<file path="src/rtl/core/assert_macros.svh">
// Assertion macros shared by the RTL files. They vanish in synthesis builds.
`ifndef ASSERT_MACROS_SVH
`define ASSERT_MACROS_SVH
`ifndef SYNTHESIS
`define ASSERT_IMPLIES(label, clk, rst, ante, cons) \
  label: assert property (@(posedge clk) disable iff (rst) (ante) |-> (cons)) \
    else $error("assertion failed");
`define ASSERT_NEXT(label, clk, rst, ante, cons) \
  label: assert property (@(posedge clk) disable iff (rst) (ante) |=> (cons)) \
    else $error("assertion failed");
`else
`define ASSERT_IMPLIES(label, clk, rst, ante, cons)
`define ASSERT_NEXT(label, clk, rst, ante, cons)
`endif
`endif

</file>
<file path="src/rtl/core/ndt_pkg.sv">
`timescale 1ns / 1ps
package ndt_pkg;

  localparam int TABLE_DEPTH = 32;
  localparam int IDX_W       = (TABLE_DEPTH > 1) ? $clog2(TABLE_DEPTH) : 1;
  localparam int CNT_W       = $clog2(TABLE_DEPTH + 1);

  localparam int OP_W     = 2;
  localparam int HANDLE_W = 16;
  localparam int AMOUNT_W = 31;
  localparam int STATUS_W = 2;
  localparam int COUNT_W  = 6;

  localparam logic [OP_W-1:0] OP_INSERT = 2'd0;
  localparam logic [OP_W-1:0] OP_DRAW   = 2'd1;
  localparam logic [OP_W-1:0] OP_DROP   = 2'd2;

  localparam logic [STATUS_W-1:0] ST_DONE  = 2'd0;
  localparam logic [STATUS_W-1:0] ST_EMPTY = 2'd1;
  localparam logic [STATUS_W-1:0] ST_FULL  = 2'd2;

  typedef struct packed {
    logic [OP_W-1:0]     operation;
    logic [HANDLE_W-1:0] handle;
    logic [AMOUNT_W-1:0] amount;
  } req_t;

  typedef struct packed {
    logic [STATUS_W-1:0] status;
    logic [HANDLE_W-1:0] drawn_handle;
    logic [COUNT_W-1:0]  entry_count;
  } rsp_t;

  typedef struct packed {
    logic [HANDLE_W-1:0] handle;
    logic [AMOUNT_W-1:0] amount;
  } entry_t;

  localparam int ENTRY_W = $bits(entry_t);

  // Control from the sequencer to the closest-value tracker.
  typedef struct packed {
    logic             clear;
    logic             valid;
    logic [IDX_W-1:0] idx;
  } scan_ctl_t;

  // Running winner of a draw scan.
  typedef struct packed {
    logic                found;
    logic [IDX_W-1:0]    idx;
    logic [HANDLE_W-1:0] handle;
  } best_t;

endpackage

</file>
<file path="src/rtl/core/nearest_value_draw_table.sv">
`timescale 1ns / 1ps
// Channel  Direction  Payload  Handshake
// req      in         req_t    req_valid / req_stall
// rsp      out        rsp_t    rsp_valid / rsp_stall
//
// One request at a time. Insert, an empty draw and an unused code go straight to finish.
// A drop makes one compaction pass and a draw a scan pass then a compaction pass; each
// entry is read once per pass through the single read port of the table memory.
// After reset the table is empty; no memory clearing pass is needed.
// A stalled response holds the finished result; the next request waits for it to leave.
`include "assert_macros.svh"
module nearest_value_draw_table import ndt_pkg::*; (
  input  logic clk,
  input  logic rst,
  input  logic req_valid,
  output logic req_stall,
  input  req_t req,
  output logic rsp_valid,
  input  logic rsp_stall,
  output rsp_t rsp
);

  localparam logic [2:0] S_IDLE    = 3'd0;
  localparam logic [2:0] S_SCAN    = 3'd1;
  localparam logic [2:0] S_COMPACT = 3'd2;
  localparam logic [2:0] S_FINISH  = 3'd3;

  logic [2:0]          state;
  logic [CNT_W-1:0]    count;
  logic [CNT_W-1:0]    rd_ptr;
  logic [CNT_W-1:0]    wr_ptr;
  logic                v1;
  logic [IDX_W-1:0]    idx1;
  req_t                req_q;
  logic [STATUS_W-1:0] res_status;
  logic [HANDLE_W-1:0] res_handle;

  logic                req_take;
  logic                issue;
  logic                keep;
  logic                compact_end;
  logic                rsp_load;
  logic                wr_en;
  logic [IDX_W-1:0]    wr_addr;
  entry_t              wr_ent;
  logic [ENTRY_W-1:0]  rd_raw;
  entry_t              rd_ent;
  scan_ctl_t           ctl;
  best_t               best;

  assign req_stall = (state != S_IDLE);
  assign req_take  = req_valid && (state == S_IDLE);
  assign issue     = ((state == S_SCAN) || (state == S_COMPACT)) && (rd_ptr < count);
  assign rd_ent    = entry_t'(rd_raw);

  // The drawn entry is skipped by position; a drop skips every matching handle.
  assign keep = (req_q.operation == OP_DRAW) ? (idx1 != best.idx)
                                             : (rd_ent.handle != req_q.handle);
  assign compact_end = (state == S_COMPACT) && !issue && !v1;

  // A finished result moves into the output register once the old beat has left.
  assign rsp_load = (state == S_FINISH) && (!rsp_valid || !rsp_stall);

  always_comb begin
    wr_en   = 1'b0;
    wr_addr = wr_ptr[IDX_W-1:0];
    wr_ent  = rd_ent;
    if (req_take && (req.operation == OP_INSERT) && (count != CNT_W'(TABLE_DEPTH))) begin
      wr_en   = 1'b1;
      wr_addr = count[IDX_W-1:0];
      wr_ent  = '{handle: req.handle, amount: req.amount};
    end else if ((state == S_COMPACT) && v1 && keep) begin
      wr_en = 1'b1;
    end
  end

  assign ctl = '{clear: req_take, valid: v1 && (state == S_SCAN), idx: idx1};

  ndt_ram #(
    .WIDTH (ENTRY_W),
    .DEPTH (TABLE_DEPTH)
  ) u_table (
    .clk     (clk),
    .wr_en   (wr_en),
    .wr_addr (wr_addr),
    .wr_data (wr_ent),
    .rd_addr (rd_ptr[IDX_W-1:0]),
    .rd_data (rd_raw)
  );

  ndt_best u_best (
    .clk    (clk),
    .rst    (rst),
    .ctl    (ctl),
    .ent    (rd_ent),
    .target (req_q.amount),
    .best   (best)
  );

  always_ff @(posedge clk) begin
    if (rst) begin
      state     <= S_IDLE;
      count     <= '0;
      rd_ptr    <= '0;
      wr_ptr    <= '0;
      v1        <= 1'b0;
      rsp_valid <= 1'b0;
    end else begin
      v1 <= issue;
      if (rsp_load) begin
        rsp_valid <= 1'b1;
      end else if (rsp_valid && !rsp_stall) begin
        rsp_valid <= 1'b0;
      end
      unique case (state)
        S_IDLE: begin
          if (req_take) begin
            rd_ptr     <= '0;
            wr_ptr     <= '0;
            res_handle <= '0;
            case (req.operation)
              OP_INSERT: begin
                state <= S_FINISH;
                if (count == CNT_W'(TABLE_DEPTH)) begin
                  res_status <= ST_FULL;
                end else begin
                  res_status <= ST_DONE;
                  count      <= count + 1'b1;
                end
              end
              OP_DRAW: begin
                if (count == '0) begin
                  res_status <= ST_EMPTY;
                  state      <= S_FINISH;
                end else begin
                  res_status <= ST_DONE;
                  state      <= S_SCAN;
                end
              end
              OP_DROP: begin
                res_status <= ST_DONE;
                state      <= S_COMPACT;
              end
              default: begin
                res_status <= ST_DONE;
                state      <= S_FINISH;
              end
            endcase
          end
        end
        S_SCAN: begin
          if (issue) begin
            rd_ptr <= rd_ptr + 1'b1;
          end else if (!v1) begin
            rd_ptr <= '0;
            state  <= S_COMPACT;
          end
        end
        S_COMPACT: begin
          if (issue) begin
            rd_ptr <= rd_ptr + 1'b1;
          end
          if (v1 && keep) begin
            wr_ptr <= wr_ptr + 1'b1;
          end
          if (compact_end) begin
            count <= wr_ptr;
            if (req_q.operation == OP_DRAW) begin
              res_handle <= best.handle;
            end
            state <= S_FINISH;
          end
        end
        S_FINISH: begin
          if (rsp_load) begin
            state <= S_IDLE;
          end
        end
        default: state <= S_IDLE;
      endcase
    end
  end

  // Payload registers without reset.
  always_ff @(posedge clk) begin
    if (req_take) begin
      req_q <= req;
    end
    if (issue) begin
      idx1 <= rd_ptr[IDX_W-1:0];
    end
    if (rsp_load) begin
      rsp <= '{status: res_status, drawn_handle: res_handle,
               entry_count: COUNT_W'(count)};
    end
  end

  `ASSERT_IMPLIES(a_count_bound, clk, rst, 1'b1, count <= CNT_W'(TABLE_DEPTH))
  `ASSERT_IMPLIES(a_write_behind_read, clk, rst, (state == S_COMPACT) && wr_en,
                  wr_ptr[IDX_W-1:0] <= idx1)
  `ASSERT_IMPLIES(a_draw_removes_one, clk, rst,
                  compact_end && (req_q.operation == OP_DRAW),
                  best.found && (wr_ptr == count - 1'b1))
  `ASSERT_NEXT(a_full_insert_keeps_count, clk, rst,
               req_take && (req.operation == OP_INSERT) && (count == CNT_W'(TABLE_DEPTH)),
               count == $past(count))

endmodule

</file>
<file path="src/rtl/core/ndt_ram.sv">
`timescale 1ns / 1ps
module ndt_ram #(
  parameter int WIDTH = 8,
  parameter int DEPTH = 32
) (
  input  logic                                         clk,
  input  logic                                         wr_en,
  input  logic [((DEPTH > 1) ? $clog2(DEPTH) : 1)-1:0] wr_addr,
  input  logic [WIDTH-1:0]                             wr_data,
  input  logic [((DEPTH > 1) ? $clog2(DEPTH) : 1)-1:0] rd_addr,
  output logic [WIDTH-1:0]                             rd_data
);

  logic [WIDTH-1:0] mem [DEPTH];

  always_ff @(posedge clk) begin
    if (wr_en) begin
      mem[wr_addr] <= wr_data;
    end
    rd_data <= mem[rd_addr];
  end

endmodule

</file>
<file path="src/rtl/core/ndt_best.sv">
`timescale 1ns / 1ps
`include "assert_macros.svh"
module ndt_best import ndt_pkg::*; (
  input  logic                clk,
  input  logic                rst,
  input  scan_ctl_t           ctl,
  input  entry_t              ent,
  input  logic [AMOUNT_W-1:0] target,
  output best_t               best
);

  logic                s_valid;
  logic [IDX_W-1:0]    s_idx;
  logic [HANDLE_W-1:0] s_handle;
  logic [AMOUNT_W-1:0] s_diff;
  logic [AMOUNT_W-1:0] best_diff;
  logic [AMOUNT_W:0]   up_diff;
  logic [AMOUNT_W:0]   down_diff;
  logic                take;

  // Both differences are formed at once; the borrow of one picks the other.
  assign up_diff   = {1'b0, ent.amount} - {1'b0, target};
  assign down_diff = {1'b0, target} - {1'b0, ent.amount};

  // Strict less-than keeps the earliest entry on a tie.
  assign take = s_valid && (!best.found || (s_diff < best_diff));

  always_ff @(posedge clk) begin
    if (rst || ctl.clear) begin
      s_valid    <= 1'b0;
      best.found <= 1'b0;
    end else begin
      s_valid <= ctl.valid;
      if (take) begin
        best.found <= 1'b1;
      end
    end
    if (ctl.valid) begin
      s_idx    <= ctl.idx;
      s_handle <= ent.handle;
      s_diff   <= up_diff[AMOUNT_W] ? down_diff[AMOUNT_W-1:0] : up_diff[AMOUNT_W-1:0];
    end
    if (take) begin
      best.idx    <= s_idx;
      best.handle <= s_handle;
      best_diff   <= s_diff;
    end
  end

  `ASSERT_NEXT(a_best_found_sticky, clk, rst, best.found && !ctl.clear, best.found)
  `ASSERT_NEXT(a_take_sets_found, clk, rst, take && !ctl.clear, best.found)
  `ASSERT_NEXT(a_diff_never_grows, clk, rst, best.found && !ctl.clear,
               best_diff <= $past(best_diff))

endmodule
</file>
<file path="config.mk">
export PLATFORM = sky130hd
export DESIGN_NAME = nearest_value_draw_table
export DESIGN_NICKNAME = d
export VERILOG_FILES = /design/src/rtl/core/ndt_pkg.sv /design/src/rtl/core/nearest_value_draw_table.sv /design/src/rtl/core/ndt_ram.sv /design/src/rtl/core/ndt_best.sv
export VERILOG_INCLUDE_DIRS = /design/src /design/src/rtl/core
export SDC_FILE = /design/constraint.sdc
export NUM_CORES = 2
export LEC_CHECK = 0
export BUFFER_PORTS_ARGS = -buffer_cell sky130_fd_sc_hd__buf_4
export CELL_PAD_IN_SITES_DETAIL_PLACEMENT = 1
export CELL_PAD_IN_SITES_GLOBAL_PLACEMENT = 2
export CORE_UTILIZATION = 52
export DETAILED_ROUTE_END_ITERATION = 10
export GPL_ROUTABILITY_DRIVEN = 0
export MAX_ROUTING_LAYER = met4
export PLACE_DENSITY_LB_ADDON = 0.1
export SLEW_MARGIN = 25
export SYNTH_ARGS = -nofsm -noshare
export SYNTH_HDL_FRONTEND = slang
export SYNTH_SLANG_ARGS = --single-unit
export TNS_END_PERCENT = 50
</file>
<file path="constraint.sdc">
create_clock -name clk -period 16.3 [get_ports clk]
set_input_delay 3.26 -clock clk [delete_from_list [all_inputs] [get_ports clk]]
set_output_delay 3.26 -clock clk [all_outputs]
set_load 0.05 [all_outputs]
</file>
# ---- After elaboration in Yosys (flattened, before gate mapping)
# Memories as Yosys holds them, arrays and structs flattened. A register that Yosys moved wholly into a read port is not among the register bits.
# Index checks and enable logic that the tools add are counted.
# W data, S select, Z words.
dict set report op_classes {
  add_sub_neg 5
  n_mul 0
  n_div 0
  n_lt_le_gt_ge 2
  eq_ne 21
  n_shift 0
  n_mux 37
  bitwise_logic 1
  n_reduce_logical 35
}
# cell count
set op_table {}
lappend op_table {{$mux W6} 9}
lappend op_table {{$mux W16} 3}
lappend op_table {{$mux W47} 1}
lappend op_table {{$pmux W16 S2} 1}
lappend op_table {{$sub A31 B31 Y32} 1}
lappend op_table {{$lt A31 B31 Y1} 1}
lappend op_table {{$mux W31} 1}
lappend op_table {{$sub A31 B31 Y31} 1}
lappend op_table {{$pmux W6 S2} 2}
lappend op_table {{$add A6 B1 Y6 const B} 3}
lappend op_table {{$pmux W6 S3} 1}
lappend op_table {{$ne A16 B16 Y1} 1}
lappend op_table {{$mux W3} 5}
lappend op_table {{$reduce_and A5 Y1} 3}
lappend op_table {{$ne A2 B2 Y1 const B} 7}
lappend op_table {{$logic_and A1 B1 Y1} 13}
lappend op_table {{$pmux W3 S4} 1}
lappend op_table {{$mux W1} 8}
lappend op_table {{$pmux W2 S2} 2}
lappend op_table {{$eq A3 B2 Y1 const B} 2}
lappend op_table {{$eq A6 B6 Y1 const B} 1}
lappend op_table {{$logic_not A6 Y1} 1}
lappend op_table {{$lt A6 B6 Y1} 1}
lappend op_table {{$ne A2 B1 Y1 const B} 3}
lappend op_table {{17 further kinds} 29}
dict set report totals {
  reg_bits 225
  latchBits 0
  ramBits 1504
  mem_bits_ro 0
  in_bits 53
  word_cells 125
  memories 1
}
# name depth word_bits read_ports rd_ports_with_merged_regs wr line
set mem_list {}
lappend mem_list {u_table.mem 32 47 1 1 1 ndt_ram.sv:14} ;# logic [WIDTH-1:0] mem [DEPTH];

# ---- Longest topological paths before layout
dict set report logic_depth {
  ltp_word 8
  mapped_depth 15
  mapped_depth_nobuf 12
}

# ---- Modules after synthesis
# Synthesis repeated with hierarchy kept, for this count alone.
dict set report unflattened {
  cells_unflattened 4425
  area_unflattened_um2 72380.7
}
# mod instances cells_per_inst area_per_inst_um2
set by_module_without_submodules {}
lappend by_module_without_submodules {ndt_ram 1 3296 59469.5}
lappend by_module_without_submodules {ndt_best 1 721 7422.1}
lappend by_module_without_submodules {nearest_value_draw_table 1 408 5489.0}

# ---- Worst setup path before layout
# No wires, ideal clock.
dict set report synth_timing {
  kind {input to register}
  startpoint {input req_valid}
  endpoint {memory u_table.mem[18][0] in the netlist's numbering, enable pin}
  setup_time_ns 0.452
  t_arrival_ns 7.385
  required_ns 15.848
  slack_ns 8.464
  stages 9
  n_path_buf 2
  path_cell_list {nand2_1 > inv_1 > and3_1 > clkbuf_1 > clkbuf_1 > nand3_1 > o21ai_0 > nand2_1 > nor2_1}
}
dict set report synth_via {
  elab_chain_cells 6
}
# item line
set synth_lines {}
lappend synth_lines {{start: declaration} nearest_value_draw_table.sv:15} ;# input logic req_valid,
lappend synth_lines {{$logic_and A1 B1 Y1 *} nearest_value_draw_table.sv:52} ;# assign req_take = req_valid && (state == S_IDLE);
lappend synth_lines {{$logic_and A1 B1 Y1 * (2 in a row)} nearest_value_draw_table.sv:68} ;# if (req_take && (req.operation == OP_INSERT) && (count != CNT_W'(TABLE_DEPTH))) begin
lappend synth_lines {{$mux W1} nearest_value_draw_table.sv:68}
lappend synth_lines {{$mux W1} ndt_ram.sv:17} ;# if (wr_en) begin
lappend synth_lines {{$mux W1 (not written as such)} ndt_ram.sv:18} ;# mem[wr_addr] <= wr_data;
lappend synth_lines {{end: declaration} ndt_ram.sv:14}
# Mark *: on every way between the ends. The rest lies on a longest branch, timed or not.

# ---- Final worst setup path
dict set report layout_timing {
  startpoint {input req_valid}
  endpoint {memory u_table.mem[21][27] in the netlist's numbering, enable pin}
}
# Same word-level chain as after synthesis.

==> results.py <==
metrics = {
    "status": {
        "status": "finished, final reports clean",
    },
    "pwr": {
        "pwr-share-clk": 0.347,
        "switching_power_mw": 2.96,
        "sw_frac_of_total": 0.265,
        "power_frac_comb": 0.157,
        "seq_power_share": 0.496,
        "p_leak_nw": 24.8,
        "vdd_drop_max_v": 0.000107,
        "intPower_mw": 8.20,
        "power_density_nw_per_um2": 140,
    },
    "logic_synthesis": {
        "ys_warn_count": 0,
        "synth.top_cell.area_share": 0.719,
        "synth_nets": 4230,
        "ys_top_cells_by_area": "edfxtp_1 72%, mux4_2 5.9%, mux2i_1 5.4%",
        "synth-seq-cells": 1775,
        "ys_seq_area_frac": 0.739,
        "syn_avg_cell_area_um2": 17.5,
        "syn_inst": 4067,
        "async_flop_share": 0,
        "synth-main-ff-cell": "edfxtp_1",
        "syn-cell-area_um2": 71200,
        "synth-edff-count": 1704,
        "synth.largest_area_cell": "edfxtp_1",
        "synth_cell_types": 74,
    },
    "detailed_routing": {
        "drtIter0Drc": 3291,
        "viasPerCell": 6.27,
        "drt_first_pass_iters": 5,
        "drc": 0,
        "wirelength_mm": 188,
        "vias": 38400,
        "post_drt_wl_per_cell_um": 30.7,
        "ant_nets": 0,
    },
    "sta": {
        "hold_viol_final": 0,
        "setup_viol": 0,
        "fin_crit_sh": 0.407,
        "worstMarginPinSlew_ns": 1.10,
        "fin_skew_ns": 0.0362,
        "rsz0062_at_grt": "false",
        "slew_violations": 0,
        "relSlewSlack": 0.267,
        "tns_ns": 0,
        "fmax_mhz": 151,
        "min_period_ns": 6.63,
    },
    "global_routing": {
        "gr-usage-all-layers": 0.282,
        "grt_pass1_wl_mm": 272,
        "grt_max_degree": 118,
        "overflow": 0,
        "antenna_found_initial": 1,
        "grt_pass1_vias": 39800,
    },
    "placed_design": {
        "placement.io_buffers": 78,
        "dp_hpwl_mm": 109,
        "dp_cells": 5791,
    },
    "die": {
        "core_area_um2": 136000,
        "initial_core_util": 0.525,
        "die_x_um": 372,
        "fp.dieH_um": 372,
        "ioPinCount": 79,
        "fp-row-count": 135,
        "die-area_um2": 138000,
    },
    "clock_tree": {
        "cts_setup_buffers": 0,
        "cts.sinks": 1775,
        "cts_hold_buf": 0,
        "cts_root_buf": "clkbuf_16",
        "h-tree-depth": 4,
        "cts_buffers": 179,
        "clk_pin_slew_worst_paths_ns": 0.06,
        "ctsResizeCount": 0,
        "clock_latency_ns": 0.80,
        "cts_buffer_depth": 3,
        "cts_tree": "done",
    },
    "setup_path": {
        "cpMostUsedCell": "nand2_1",
        "crit_required_ns": 16.72,
        "crit_path_max_incr_delay_ns": 0.90,
        "slowest_stage": "nor2_4",
        "path_cells": "buf_4, nand2_1, inv_2, and3_4, nand2_1, o21ai_1, nand2_1, nor2_4, buf_4",
        "cp_max_fo": 40,
        "crit_arrival_ns": 7.05,
        "cp-start-kind": "input port",
        "r2r_cells": 10,
        "worstSetupPathType": "input port to flip-flop",
        "endpoint_kind": "flip-flop",
    },
    "layout": {
        "post_route_cells_drive_above_1_share": 0.160,
        "stdcell_count": 6120,
        "fin_nets": 4355,
        "synthToLayoutAreaGrowth_pct": 12.1,
    },
    "worst_hold_path": {
        "min_path_type": "flip-flop to flip-flop",
        "min_path_cells": 0,
    },
    "run": {
        "max_cap_viol_count": 0,
    },
}
==> metal layers <==
metal	wire, um	part of all wire	GRT usage
met1	81800	0.44	0.383
met4	3340	0.018	0.0664
met2	92900	0.49	0.455
met3	9710	0.052	0.0377
met5	0	0	-
==> cell usage after synthesis (8+ instances only) <==
master and n:
buf_1 29, nand2_1 286, and2_1 24, o221ai_1 236
mux4_2 188, o21a_1 8, a211oi_1 11, clkbuf_1 120
a21o_1 36, a21oi_1 119, mux2i_1 384, edfxtp_1 1704
inv_1 124, dfxtp_1 71, nand3_1 33, buf_2 60
a31oi_1 18, nor3_1 16, nand4_1 14, xor2_1 35
nor2_1 91, o22ai_1 52, o21ai_0 127, ha_1 108
mux2_2 18, o211ai_1 9, xnor2_1 16, nand2b_1 19
==> final cells by class <==
class | count | area [um2]
diodes | 2 | 5.00
clock buffers | 240 | 4800
clock inverters | 86 | 668
fillers | 11800 | 55800
inverters | 126 | 475
multi-input cells | 1950 | 17800
flip-flops and latches | 1775 | 52600
well taps | 1781 | 2230
repair buffers | 160 | 1270
==> layout by cell type (no fill, tap or decap), types with 40 or more instances in the layout <==
master / n
a21oi_1: 119
buf_4: 155
clkbuf_1: 55
clkbuf_16: 182
clkinv_1: 40
dfxtp_1: 66
edfxtp_1: 1704
ha_1: 108
inv_1: 123
mux2i_1: 384
mux4_2: 188
nand2_1: 285
nor2_1: 59
o21ai_0: 96
o221ai_1: 236
o22ai_1: 52
==> critical path, delay by kind of cell <==
| family | cells | cell delay, ns |
|---|---|---|
| AOI/OAI and AO/OA | 1 | 0.22 |
| and+or+nand+nor | 5 | 2.23 |
| buffers and inverters | 3 | 1.27 |
==> through the flow <==
step / hold WS, ns / util / cell area [um2] / worst slack, ns / power, mW
after floorplan: 0.400 / - / 71200 / 8.46 / 6.79
after global placement: 0.401 / 0.547 / 74100 / 9.03 / 7.32
after detailed placement: 0.406 / 0.547 / 74200 / 8.88 / 7.37
after CTS: 0.415 / 0.587 / 79700 / 9.73 / 11.2
after global routing: 0.426 / 0.588 / 79800 / 9.48 / 11.5
final: 0.411 / 0.588 / 79800 / 9.67 / 11.2
==> kinds of logic (layout without fill, tap and decap cells) <==
kind of cell / after synthesis / after routing / share of synthesized area
flip-flops: 1775 / 1775 / 0.739
AO/OA/AOI/OAI: 680 / 680 / 0.0673
multiplexers: 592 / 592 / 0.117
AND/OR/NAND/NOR: 517 / 517 / 0.0316
buffers and inverters: 342 / 612 / 0.0198
adder cells (fa/ha/maj): 110 / 110 / 0.0195
XOR/XNOR: 51 / 51 / 0.00628
other: 0 / 2 / 0
==> sequential cells by signal, indices dropped and copies added (netlist names), 5 cells and up <==
register          count
req_q                49
u_best.s_handle      16
res_handle           16
rd_ptr                6
u_table.rd_data      47
u_best.s_idx          5
u_best.best          22
rsp                  24
u_table.mem        1504
count                 6
wr_ptr                6
u_best.best_diff     31
u_best.s_diff        31
idx1                  5
==> power by group through the flow <==
stage	logic, mW	clock network (mW)	registers (mW)
after floorplan	1.17	0	5.62
after global placement	1.70	0	5.63
after detailed placement	1.74	0	5.63
after CTS	1.75	3.94	5.54
after global routing	1.90	4.09	5.54
final	1.75	3.87	5.53
==> path summary, 6_finish.rpt <==
check / start / to / slack, ns
setup / recovery: req_valid / u_table.mem[21][27] / 9.67
hold / removal: u_best.s_handle[11] / u_best.best[11] / 0.41
setup reg to reg: count[1] / u_table.mem[21][27] / 11.32
hold reg to reg: u_best.s_handle[11] / u_best.best[11] / 0.41
No activity file was read; power rests on OpenSTA's default activity.
